===== src/rtl/monotone_truth_table_flip_tracker_core_macros.svh =====
// assertion macros shared by the flip tracker modules
// no dependencies; included by the files that carry assertions
`ifndef MONOTONE_TRUTH_TABLE_FLIP_TRACKER_CORE_MACROS_SVH
`define MONOTONE_TRUTH_TABLE_FLIP_TRACKER_CORE_MACROS_SVH

// same-cycle implication, checked out of reset
`define MTFT_ASSERT_IMP(name, clk, rst_n, ante, cons, msg) \
    name: assert property (@(posedge clk) disable iff (!rst_n) (ante) |-> (cons)) \
        else $error(msg);

// next-cycle implication, checked out of reset
`define MTFT_ASSERT_NXT(name, clk, rst_n, ante, cons, msg) \
    name: assert property (@(posedge clk) disable iff (!rst_n) (ante) |=> (cons)) \
        else $error(msg);

`endif


===== src/rtl/mtft_pkg.sv =====
// shared types, constants and helpers of the flip tracker
// no dependencies; imported by the datapath, the controller and the top module
package mtft_pkg;

    // cube size and derived widths
    localparam int DIM       = 9;
    localparam int NPTS      = 1 << DIM;
    localparam int ADDR_W    = DIM;
    localparam int CNT_W     = DIM + 1;
    localparam int K_W       = (DIM > 1) ? $clog2(DIM) : 1;

    // fixed field widths
    localparam int IDX_W     = 9;
    localparam int CNT_OUT_W = 10;
    localparam int IDX_EXT_W = (ADDR_W > IDX_W) ? ADDR_W : IDX_W;
    localparam int CNT_EXT_W = (CNT_W > CNT_OUT_W) ? CNT_W : CNT_OUT_W;

    // command codes
    localparam logic CMD_TOGGLE = 1'b0;
    localparam logic CMD_SET    = 1'b1;

    typedef struct packed {
        logic             cmd;
        logic [IDX_W-1:0] point_index;
        logic             set_value;
    } req_t;

    typedef struct packed {
        logic                 new_value;
        logic [CNT_OUT_W-1:0] ones_count;
        logic [CNT_OUT_W-1:0] flippable_count;
        logic                 point_flippable;
    } rsp_t;

    // controller to datapath commands
    typedef struct packed {
        logic clear_step;
        logic load;
        logic own_rd;
        logic own_write;
        logic nb_step;
        logic vtx_finish;
        logic res_rd;
        logic res_load;
    } ctl_t;

    // datapath to controller status
    typedef struct packed {
        logic clear_last;
        logic k_last;
        logic v_last;
    } sts_t;

    // index field to cube address, masked or zero extended
    function automatic logic [ADDR_W-1:0] idx_to_addr(input logic [IDX_W-1:0] pi);
        logic [IDX_EXT_W-1:0] ext;
        ext = IDX_EXT_W'(pi);
        return ext[ADDR_W-1:0];
    endfunction

    // internal total to its low result field bits
    function automatic logic [CNT_OUT_W-1:0] cnt_to_field(input logic [CNT_W-1:0] c);
        logic [CNT_EXT_W-1:0] ext;
        ext = CNT_EXT_W'(c);
        return ext[CNT_OUT_W-1:0];
    endfunction

endpackage


===== src/rtl/mtft_ram.sv =====
// generic single-write, single-read ram with registered read data
// no dependencies
module mtft_ram #(
    parameter int WIDTH = 1,
    parameter int DEPTH = 512
) (
    input  logic                     clk,
    input  logic                     we,
    input  logic [$clog2(DEPTH)-1:0] waddr,
    input  logic [WIDTH-1:0]         wdata,
    input  logic [$clog2(DEPTH)-1:0] raddr,
    output logic [WIDTH-1:0]         rdata
);

    logic [WIDTH-1:0] mem [DEPTH];

    // write port and registered read port
    always_ff @(posedge clk)
    begin
        if (we)
        begin
            mem[waddr] <= wdata;
        end
        rdata <= mem[raddr];
    end

endmodule


===== src/rtl/mtft_dp.sv =====
// datapath: truth table and flippable map rams, counters, totals, result register
// depends on mtft_pkg, mtft_ram and the assertion macro header
`include "monotone_truth_table_flip_tracker_core_macros.svh"

module mtft_dp (
    input  logic          clk,
    input  logic          rst_n,
    input  mtft_pkg::req_t req,
    input  mtft_pkg::ctl_t ctl,
    output mtft_pkg::sts_t sts,
    output mtft_pkg::rsp_t rsp
);
    import mtft_pkg::*;

    // item payload
    logic              cmd_reg;
    logic [ADDR_W-1:0] idx_reg;
    logic              val_reg;
    logic              newval_reg;

    // sequencing counters and accumulators
    logic [ADDR_W-1:0] vcnt_reg, vcnt_next;
    logic [K_W-1:0]    kcnt_reg, kcnt_next;
    logic              acc_reg, acc_next;
    logic              nb_bit_reg;
    logic [CNT_W-1:0]  ones_reg, ones_next;
    logic [CNT_W-1:0]  flip_reg, flip_next;
    rsp_t              rsp_reg;

    // ram ports
    logic              tt_we, tt_wdata, tt_rdata;
    logic [ADDR_W-1:0] tt_waddr, tt_raddr;
    logic              fm_we, fm_wdata, fm_rdata;
    logic [ADDR_W-1:0] fm_waddr, fm_raddr;

    // derived addresses and bits
    logic [ADDR_W-1:0] vtx;
    logic [ADDR_W-1:0] nb_addr;
    logic              nb_ok;
    logic              flip_now;
    logic              own_new;

    // current vertex: sweep address for set, neighbor of the index for toggle
    assign vtx     = (cmd_reg == CMD_SET) ? vcnt_reg : (idx_reg ^ (ADDR_W'(1) << vcnt_reg));
    assign nb_addr = vtx ^ (ADDR_W'(1) << kcnt_reg);

    // lower neighbor must hold 0, upper neighbor must hold 1
    assign nb_ok    = tt_rdata ^ nb_bit_reg;
    assign flip_now = acc_reg & nb_ok;
    assign own_new  = (cmd_reg == CMD_SET) ? val_reg : ~tt_rdata;

    // truth table ram ports
    assign tt_we    = ctl.clear_step | ctl.own_write;
    assign tt_waddr = ctl.clear_step ? vcnt_reg : idx_reg;
    assign tt_wdata = ctl.clear_step ? 1'b0 : own_new;
    assign tt_raddr = ctl.own_rd ? idx_reg : nb_addr;

    // flippable map ram ports; after clear only the all-ones vertex is set
    assign fm_we    = ctl.clear_step | ctl.vtx_finish;
    assign fm_waddr = ctl.clear_step ? vcnt_reg : vtx;
    assign fm_wdata = ctl.clear_step ? (vcnt_reg == ADDR_W'(NPTS - 1)) : flip_now;
    assign fm_raddr = ctl.res_rd ? idx_reg : vtx;

    mtft_ram #(.WIDTH(1), .DEPTH(NPTS)) u_tt_ram (
        .clk   (clk),
        .we    (tt_we),
        .waddr (tt_waddr),
        .wdata (tt_wdata),
        .raddr (tt_raddr),
        .rdata (tt_rdata)
    );

    mtft_ram #(.WIDTH(1), .DEPTH(NPTS)) u_fm_ram (
        .clk   (clk),
        .we    (fm_we),
        .waddr (fm_waddr),
        .wdata (fm_wdata),
        .raddr (fm_raddr),
        .rdata (fm_rdata)
    );

    // status back to the controller
    always_comb
    begin
        sts.clear_last = (vcnt_reg == ADDR_W'(NPTS - 1));
        sts.k_last     = (kcnt_reg == K_W'(DIM - 1));
        sts.v_last     = (cmd_reg == CMD_SET) ? (vcnt_reg == ADDR_W'(NPTS - 1))
                                              : (vcnt_reg == ADDR_W'(DIM - 1));
    end

    // counter, accumulator and total updates
    always_comb
    begin
        vcnt_next = vcnt_reg;
        kcnt_next = kcnt_reg;
        acc_next  = acc_reg;
        ones_next = ones_reg;
        flip_next = flip_reg;
        if (ctl.load)
        begin
            vcnt_next = '0;
            kcnt_next = '0;
        end
        if (ctl.clear_step)
        begin
            vcnt_next = vcnt_reg + ADDR_W'(1);
        end
        if (ctl.own_write && (own_new != tt_rdata))
        begin
            ones_next = own_new ? (ones_reg + CNT_W'(1)) : (ones_reg - CNT_W'(1));
        end
        if (ctl.nb_step)
        begin
            kcnt_next = kcnt_reg + K_W'(1);
            acc_next  = (kcnt_reg == '0) ? 1'b1 : (acc_reg & nb_ok);
        end
        if (ctl.vtx_finish)
        begin
            kcnt_next = '0;
            vcnt_next = vcnt_reg + ADDR_W'(1);
            if (flip_now != fm_rdata)
            begin
                flip_next = flip_now ? (flip_reg + CNT_W'(1)) : (flip_reg - CNT_W'(1));
            end
        end
    end

    // control state
    always_ff @(posedge clk or negedge rst_n)
    begin
        if (!rst_n)
        begin
            vcnt_reg <= '0;
            kcnt_reg <= '0;
            acc_reg  <= 1'b1;
            ones_reg <= '0;
            flip_reg <= CNT_W'(1);
        end
        else
        begin
            vcnt_reg <= vcnt_next;
            kcnt_reg <= kcnt_next;
            acc_reg  <= acc_next;
            ones_reg <= ones_next;
            flip_reg <= flip_next;
        end
    end

    // payload registers
    always_ff @(posedge clk)
    begin
        if (ctl.load)
        begin
            cmd_reg <= req.cmd;
            idx_reg <= idx_to_addr(req.point_index);
            val_reg <= req.set_value;
        end
        if (ctl.own_write)
        begin
            newval_reg <= own_new;
        end
        if (ctl.nb_step)
        begin
            nb_bit_reg <= vtx[kcnt_reg];
        end
        if (ctl.res_load)
        begin
            rsp_reg.new_value       <= newval_reg;
            rsp_reg.ones_count      <= cnt_to_field(ones_reg);
            rsp_reg.flippable_count <= cnt_to_field(flip_reg);
            rsp_reg.point_flippable <= fm_rdata;
        end
    end

    assign rsp = rsp_reg;

    // checks; the neighbor counter has stepped past the last neighbor at finish
    `MTFT_ASSERT_IMP(a_ones_range, clk, rst_n, 1'b1, ones_reg <= CNT_W'(NPTS),
        "ones total beyond cube size")
    `MTFT_ASSERT_IMP(a_flip_range, clk, rst_n, 1'b1, flip_reg <= CNT_W'(NPTS),
        "flippable total beyond cube size")
    `MTFT_ASSERT_IMP(a_fin_after_all_nb, clk, rst_n, ctl.vtx_finish,
        kcnt_reg == K_W'(DIM), "vertex finished before all neighbors were read")

endmodule


===== src/rtl/mtft_ctrl.sv =====
// controller: state machine that sequences clear, own update, neighbour scan and result
// depends on mtft_pkg and the assertion macro header
`include "monotone_truth_table_flip_tracker_core_macros.svh"

module mtft_ctrl (
    input  logic           clk,
    input  logic           rst_n,
    input  logic           req_valid,
    output logic           req_stall,
    output logic           rsp_valid,
    input  logic           rsp_stall,
    input  mtft_pkg::sts_t sts,
    output mtft_pkg::ctl_t ctl
);
    import mtft_pkg::*;

    typedef enum logic [2:0] {
        CLEAR,
        IDLE,
        RD_OWN,
        OWN,
        NB,
        FIN,
        RES_RD,
        RES
    } state_t;

    state_t state_reg, state_next;
    logic   rsp_valid_reg, rsp_valid_next;

    // next state and command decode
    always_comb
    begin
        state_next = state_reg;
        ctl        = '0;
        unique case (state_reg)
            CLEAR:
            begin
                ctl.clear_step = 1'b1;
                if (sts.clear_last)
                begin
                    state_next = IDLE;
                end
            end
            IDLE:
            begin
                if (req_valid)
                begin
                    ctl.load   = 1'b1;
                    state_next = RD_OWN;
                end
            end
            RD_OWN:
            begin
                ctl.own_rd = 1'b1;
                state_next = OWN;
            end
            OWN:
            begin
                ctl.own_write = 1'b1;
                state_next    = NB;
            end
            NB:
            begin
                ctl.nb_step = 1'b1;
                if (sts.k_last)
                begin
                    state_next = FIN;
                end
            end
            FIN:
            begin
                ctl.vtx_finish = 1'b1;
                state_next     = sts.v_last ? RES_RD : NB;
            end
            RES_RD:
            begin
                ctl.res_rd = 1'b1;
                state_next = RES;
            end
            RES:
            begin
                ctl.res_rd = 1'b1;
                if (!rsp_valid_reg || !rsp_stall)
                begin
                    ctl.res_load = 1'b1;
                    state_next   = IDLE;
                end
            end
            default:
            begin
                state_next = IDLE;
            end
        endcase
    end

    // result slot occupancy
    always_comb
    begin
        if (ctl.res_load)
        begin
            rsp_valid_next = 1'b1;
        end
        else if (!rsp_stall)
        begin
            rsp_valid_next = 1'b0;
        end
        else
        begin
            rsp_valid_next = rsp_valid_reg;
        end
    end

    // state and registered outputs
    always_ff @(posedge clk or negedge rst_n)
    begin
        if (!rst_n)
        begin
            state_reg     <= CLEAR;
            rsp_valid_reg <= 1'b0;
        end
        else
        begin
            state_reg     <= state_next;
            rsp_valid_reg <= rsp_valid_next;
        end
    end

    assign req_stall = (state_reg != IDLE);
    assign rsp_valid = rsp_valid_reg;

    // checks
    `MTFT_ASSERT_NXT(a_accept_starts_item, clk, rst_n, req_valid && !req_stall,
        state_reg == RD_OWN, "accepted item did not start the own-point read")
    `MTFT_ASSERT_IMP(a_load_into_free_slot, clk, rst_n, ctl.res_load,
        !rsp_valid_reg || !rsp_stall, "result loaded over an undelivered result")
    `MTFT_ASSERT_NXT(a_clear_once, clk, rst_n, state_reg != CLEAR,
        state_reg != CLEAR, "clearing pass entered again after it finished")

endmodule


===== src/rtl/monotone_truth_table_flip_tracker_core.sv =====
// Flip tracker for a Boolean function on a DIM-dimensional cube (DIM = 9, 512 points).
// After reset a clearing pass writes the truth table and the flippable map into their
// rams; req_stall stays high until it ends. Items are then handled one at a time: a
// toggle re-evaluates the DIM neighbours of its point and a set re-evaluates all 512
// points. The time per item is set by the single read port of the truth table ram,
// which delivers one neighbour value per cycle, so every re-evaluated point costs DIM
// reads plus one map update. A finished result sits in an output register, and the
// next item is accepted while it waits to be taken.
// depends on mtft_pkg, mtft_ctrl and mtft_dp
module monotone_truth_table_flip_tracker_core (
    input  logic           clk,
    input  logic           rst_n,
    input  logic           req_valid,
    output logic           req_stall,
    input  mtft_pkg::req_t req,
    output logic           rsp_valid,
    input  logic           rsp_stall,
    output mtft_pkg::rsp_t rsp
);
    import mtft_pkg::*;

    ctl_t ctl;
    sts_t sts;

    // sequencing
    mtft_ctrl u_ctrl (
        .clk       (clk),
        .rst_n     (rst_n),
        .req_valid (req_valid),
        .req_stall (req_stall),
        .rsp_valid (rsp_valid),
        .rsp_stall (rsp_stall),
        .sts       (sts),
        .ctl       (ctl)
    );

    // storage and arithmetic
    mtft_dp u_dp (
        .clk   (clk),
        .rst_n (rst_n),
        .req   (req),
        .ctl   (ctl),
        .sts   (sts),
        .rsp   (rsp)
    );

endmodule

===== config.mk =====
export PLATFORM = sky130hd
export DESIGN_NAME = monotone_truth_table_flip_tracker_core
export DESIGN_NICKNAME = d
export VERILOG_FILES = /design/src/rtl/mtft_pkg.sv /design/src/rtl/mtft_ram.sv /design/src/rtl/mtft_dp.sv /design/src/rtl/mtft_ctrl.sv /design/src/rtl/monotone_truth_table_flip_tracker_core.sv
export VERILOG_INCLUDE_DIRS = /design/src /design/src/rtl
export SDC_FILE = /design/constraint.sdc
export NUM_CORES = 2
export LEC_CHECK = 0
export BUFFER_PORTS_ARGS = -buffer_cell sky130_fd_sc_hd__buf_2
export CAP_MARGIN = 20
export CELL_PAD_IN_SITES_DETAIL_PLACEMENT = 0
export CELL_PAD_IN_SITES_GLOBAL_PLACEMENT = 1
export CORE_UTILIZATION = 45
export CTS_CLUSTER_DIAMETER = 60
export CTS_CLUSTER_SIZE = 14
export DETAILED_ROUTE_END_ITERATION = 16
export PLACE_DENSITY = 0.74
export RECOVER_POWER = 50
export SLEW_MARGIN = 15
export SYNTH_ARGS = -nofsm -noshare
export SYNTH_HDL_FRONTEND = slang
export SYNTH_HIERARCHICAL = 1
export SYNTH_SLANG_ARGS = --single-unit
export TNS_END_PERCENT = 5

===== constraint.sdc =====
create_clock -name clk -period 30.3 [get_ports clk]
set_clock_uncertainty 0.15 [all_clocks]
set_input_delay 1.515 -clock clk [delete_from_list [all_inputs] [get_ports clk]]
set_output_delay 1.515 -clock clk [all_outputs]
set_load 0.02 [all_outputs]

==> impl_metrics.env <==
export IMPL_crit_path_cell_trace="clkbuf_1 -> a21o_1 -> inv_1 -> nor2_1 -> clkbuf_1 -> clkbuf_1"
export IMPL_powerDensity_mw_per_mm2=99.3
export IMPL_synth_cells=3790
export IMPL_ant_nets=0
export IMPL_async_reset_ff_share_pct=3.46
export IMPL_dpl_cell_area_mm2=0.0513
export IMPL_p_leak_nw=16.8
export IMPL_portBuffers=38
export IMPL_seq_area_frac_synth_pct=65.3
export IMPL_critPathKind="reg -> reg"
export IMPL_post_cts_resized=0
export IMPL_clock_latency_ns=0.69
export IMPL_netlist_top_cells_area="edfxtp_1 (63%), nor2_1 (8.3%), mux2i_1 (4.8%), mux4_2 (4.6%), mux4_1 (2.2%)"
export IMPL_fill_cells=9721
export IMPL_synth_edf_count=1059
export IMPL_clock_root_buffer="clkbuf_16"
export IMPL_gr_usage_met3_pct=3.00
export IMPL_fin_area_mm2=0.0541
export IMPL_syn_nets=3832
export IMPL_nets=3740
export IMPL_ioPinCount=39
export IMPL_tightest_slew_ns=10.36
export IMPL_dr_pass1_iters=5
export IMPL_hp_class="reg -> reg"
export IMPL_finalSetupViolations=0
export IMPL_cts_tree="built"
export IMPL_vias_per_cell=5.92
export IMPL_slowest_stage="clkbuf_1"
export IMPL_ys_ff_latch=1099
export IMPL_wire_per_inst_um=24.4
export IMPL_vias=31006
export IMPL_drv_cap=14
export IMPL_synth_top_area_cell="edfxtp_1"
export IMPL_max_stage_delay_ns=7.08
export IMPL_irDropWorstVdd_uv=120
export IMPL_synth_most_common_cell="nor2_1"
export IMPL_dp_hpwl_um=68600
export IMPL_hold_viol=0
export IMPL_status="finished with violations"
export IMPL_antenna_cells=0
export IMPL_violations="capacitance limit, slew limit"
export IMPL_synth_top_area_share_pct=63.3
export IMPL_synthDistinctLibCells=80
export IMPL_row_count=122
export IMPL_dp_cells=5084
export IMPL_synth_area_mm2=0.0502
export IMPL_ctsHoldBuffers=0
export IMPL_area_growth_pct=7.79
export IMPL_core_area_mm2=0.111
export IMPL_setup_tns_ns=0
export IMPL_cp_end_kind="flip-flop"
export IMPL_cp_start_kind="flip-flop"
export IMPL_cts_buffers=99
export IMPL_dieArea_mm2=0.113
export IMPL_cts_setup_buffers=0
export IMPL_grt_busiest_layer="met2"
export IMPL_crit_required_ns=29.09
export IMPL_grt_overflow=0
export IMPL_cpMostUsedCell="clkbuf_1"
export IMPL_regArea_mm2=0.0328
export IMPL_multi_input_area_mm2=0.0157
export IMPL_rsz0062_at_grt="false"
export IMPL_grtUsageMet1_pct=30.7
export IMPL_drc=0
export IMPL_stdcell_count=5234
export IMPL_clk_pin_slew_worst_paths_ns=0.06
export IMPL_clockBufferDepth=3
export IMPL_synth_main_ff_cell="edfxtp_1"
export IMPL_fin_total_pwr_mw=5.38
export IMPL_drive_gt1_share_pct=9.61
export IMPL_grt_max_degree=288
export IMPL_initial_core_util_pct=45.4
export IMPL_min_period_ns=12.66
export IMPL_clock_fmax_mhz=79.0
export IMPL_place_gp_congestion=0.848
export IMPL_grt_usage_pct=22.6
export IMPL_path_max_fanout=284
export IMPL_avgSynthCellArea_um2=13.3
export IMPL_die_y_um=336
export IMPL_maxSlewViolCount=906
export IMPL_ys_warnings_count=6
export IMPL_use_met2_pct=38.4
export IMPL_cts_max_level=3
export IMPL_grt_pass1_vias=29956
export IMPL_grt_pass1_wl_um=191000
export IMPL_die_w_um=336
export IMPL_routed_wl_um=128000
export IMPL_drtIter0Drc=3217
export IMPL_cts_sinks=1099
export IMPL_finalCritPeriodShare_pct=41.8
export IMPL_slew_headroom_pct=-590
export IMPL_cp_arrival_ns=11.45
export IMPL_antenna_found_initial=1
export IMPL_synth_top_cells_by_count="nor2_1 (1108), edfxtp_1 (1059), mux2i_1 (241)"
-- per-stage QoR --
| step | hold WS [ns] | utilization [%] | setup WS (ns) |
|---|---|---|---|
| 2_1_floorplan | 0.250 | - | 5.27 |
| 4_1_cts | 0.303 | 49.0 | 24.24 |
| 3_3_place_gp | 0.269 | 46.3 | 24.29 |
| 5_1_grt | 0.314 | 48.9 | 16.52 |
| 3_5_place_dp | 0.282 | 46.4 | 24.25 |
| 6_report | 0.298 | 48.9 | 17.64 |
-- cell type report --
type                       instances  share of cell area (%)
tap                             1488                    3.44
timing repair buffer             116                    1.30
clock inverter                    39                   0.853
multi-input combinational       2351                    29.0
clock buffer                     110                    4.65
sequential                      1099                    60.6
inverter                          31                   0.215
-- power breakdown --
part / internal, mW / total (mW) / switching, mW
combinational: 0.713 / 2.09 / 1.38
sequential: 2.03 / 2.08 / 0.0485
clock: 0.642 / 1.20 / 0.563
-- cell usage in the layout (no fill, tap or decap), drive strengths merged, types with 16 or more instances in the layout --
master / Yosys / routed
nor2: 1108 / 1108
clkinv: 6 / 32
o22ai: 56 / 56
mux4: 144 / 144
dfrtp: 36 / 36
ha: 25 / 25
nor2b: 16 / 16
buf: 119 / 66
clkbuf: 188 / 160
mux2i: 241 / 241
nand3: 24 / 24
a21oi: 98 / 98
o211ai: 21 / 21
nor3: 31 / 31
xnor2: 29 / 29
inv: 25 / 32
edfxtp: 1059 / 1059
nand2: 185 / 185
o221ai: 118 / 118
o21ai: 85 / 85
-- routing by layer --
| metal | routed length [µm] | vias to the layer above |
|---|---|---|
| met1 | 53800 | 15941 |
| met2 | 63200 | 1095 |
| met3 | 8350 | 182 |
| met4 | 2620 | 2 |
| met5 | 13 | - |
| li1 | - | 13786 |
-- path summary, 6_finish.rpt --
kind                                 start                    end  slack, ns  cells past startpoint
setup / recovery              u_dp/cmd_reg  u_dp/u_tt_ram/mem[20]      17.64                      6
hold / removal             u_dp/newval_reg           u_dp/rsp[21]       0.30                      0
setup reg to reg              u_dp/cmd_reg  u_dp/u_tt_ram/mem[20]      17.64                      6
hold reg to reg            u_dp/newval_reg           u_dp/rsp[21]       0.30                      0
max in group asynchronous            rst_n       u_dp/vcnt_reg[1]      27.31                      1
min in group asynchronous            rst_n       u_dp/flip_reg[4]       1.36                      1
-- worst max-delay path: cells and delay by family (launching register included) --
| family | cells | cell delay (ns) |
|---|---|---|
| DFF | 1 | 0.32 |
| and+or+nand+nor | 1 | 0.31 |
| AOI/OAI and AO/OA | 1 | 0.35 |
| buffers and inverters | 4 | 9.41 |
-- logic make-up after synthesis --
kind of cell | synth area share [%]
multiplexers | 11.7
XOR/XNOR | 0.695
AND/OR/NAND/NOR | 11.7
AO/OA/AOI/OAI | 6.11
adder cells (fa/ha/maj) | 0.702
buffers and inverters | 3.79
flip-flops | 65.3
(Power assumes the default switching activity.)
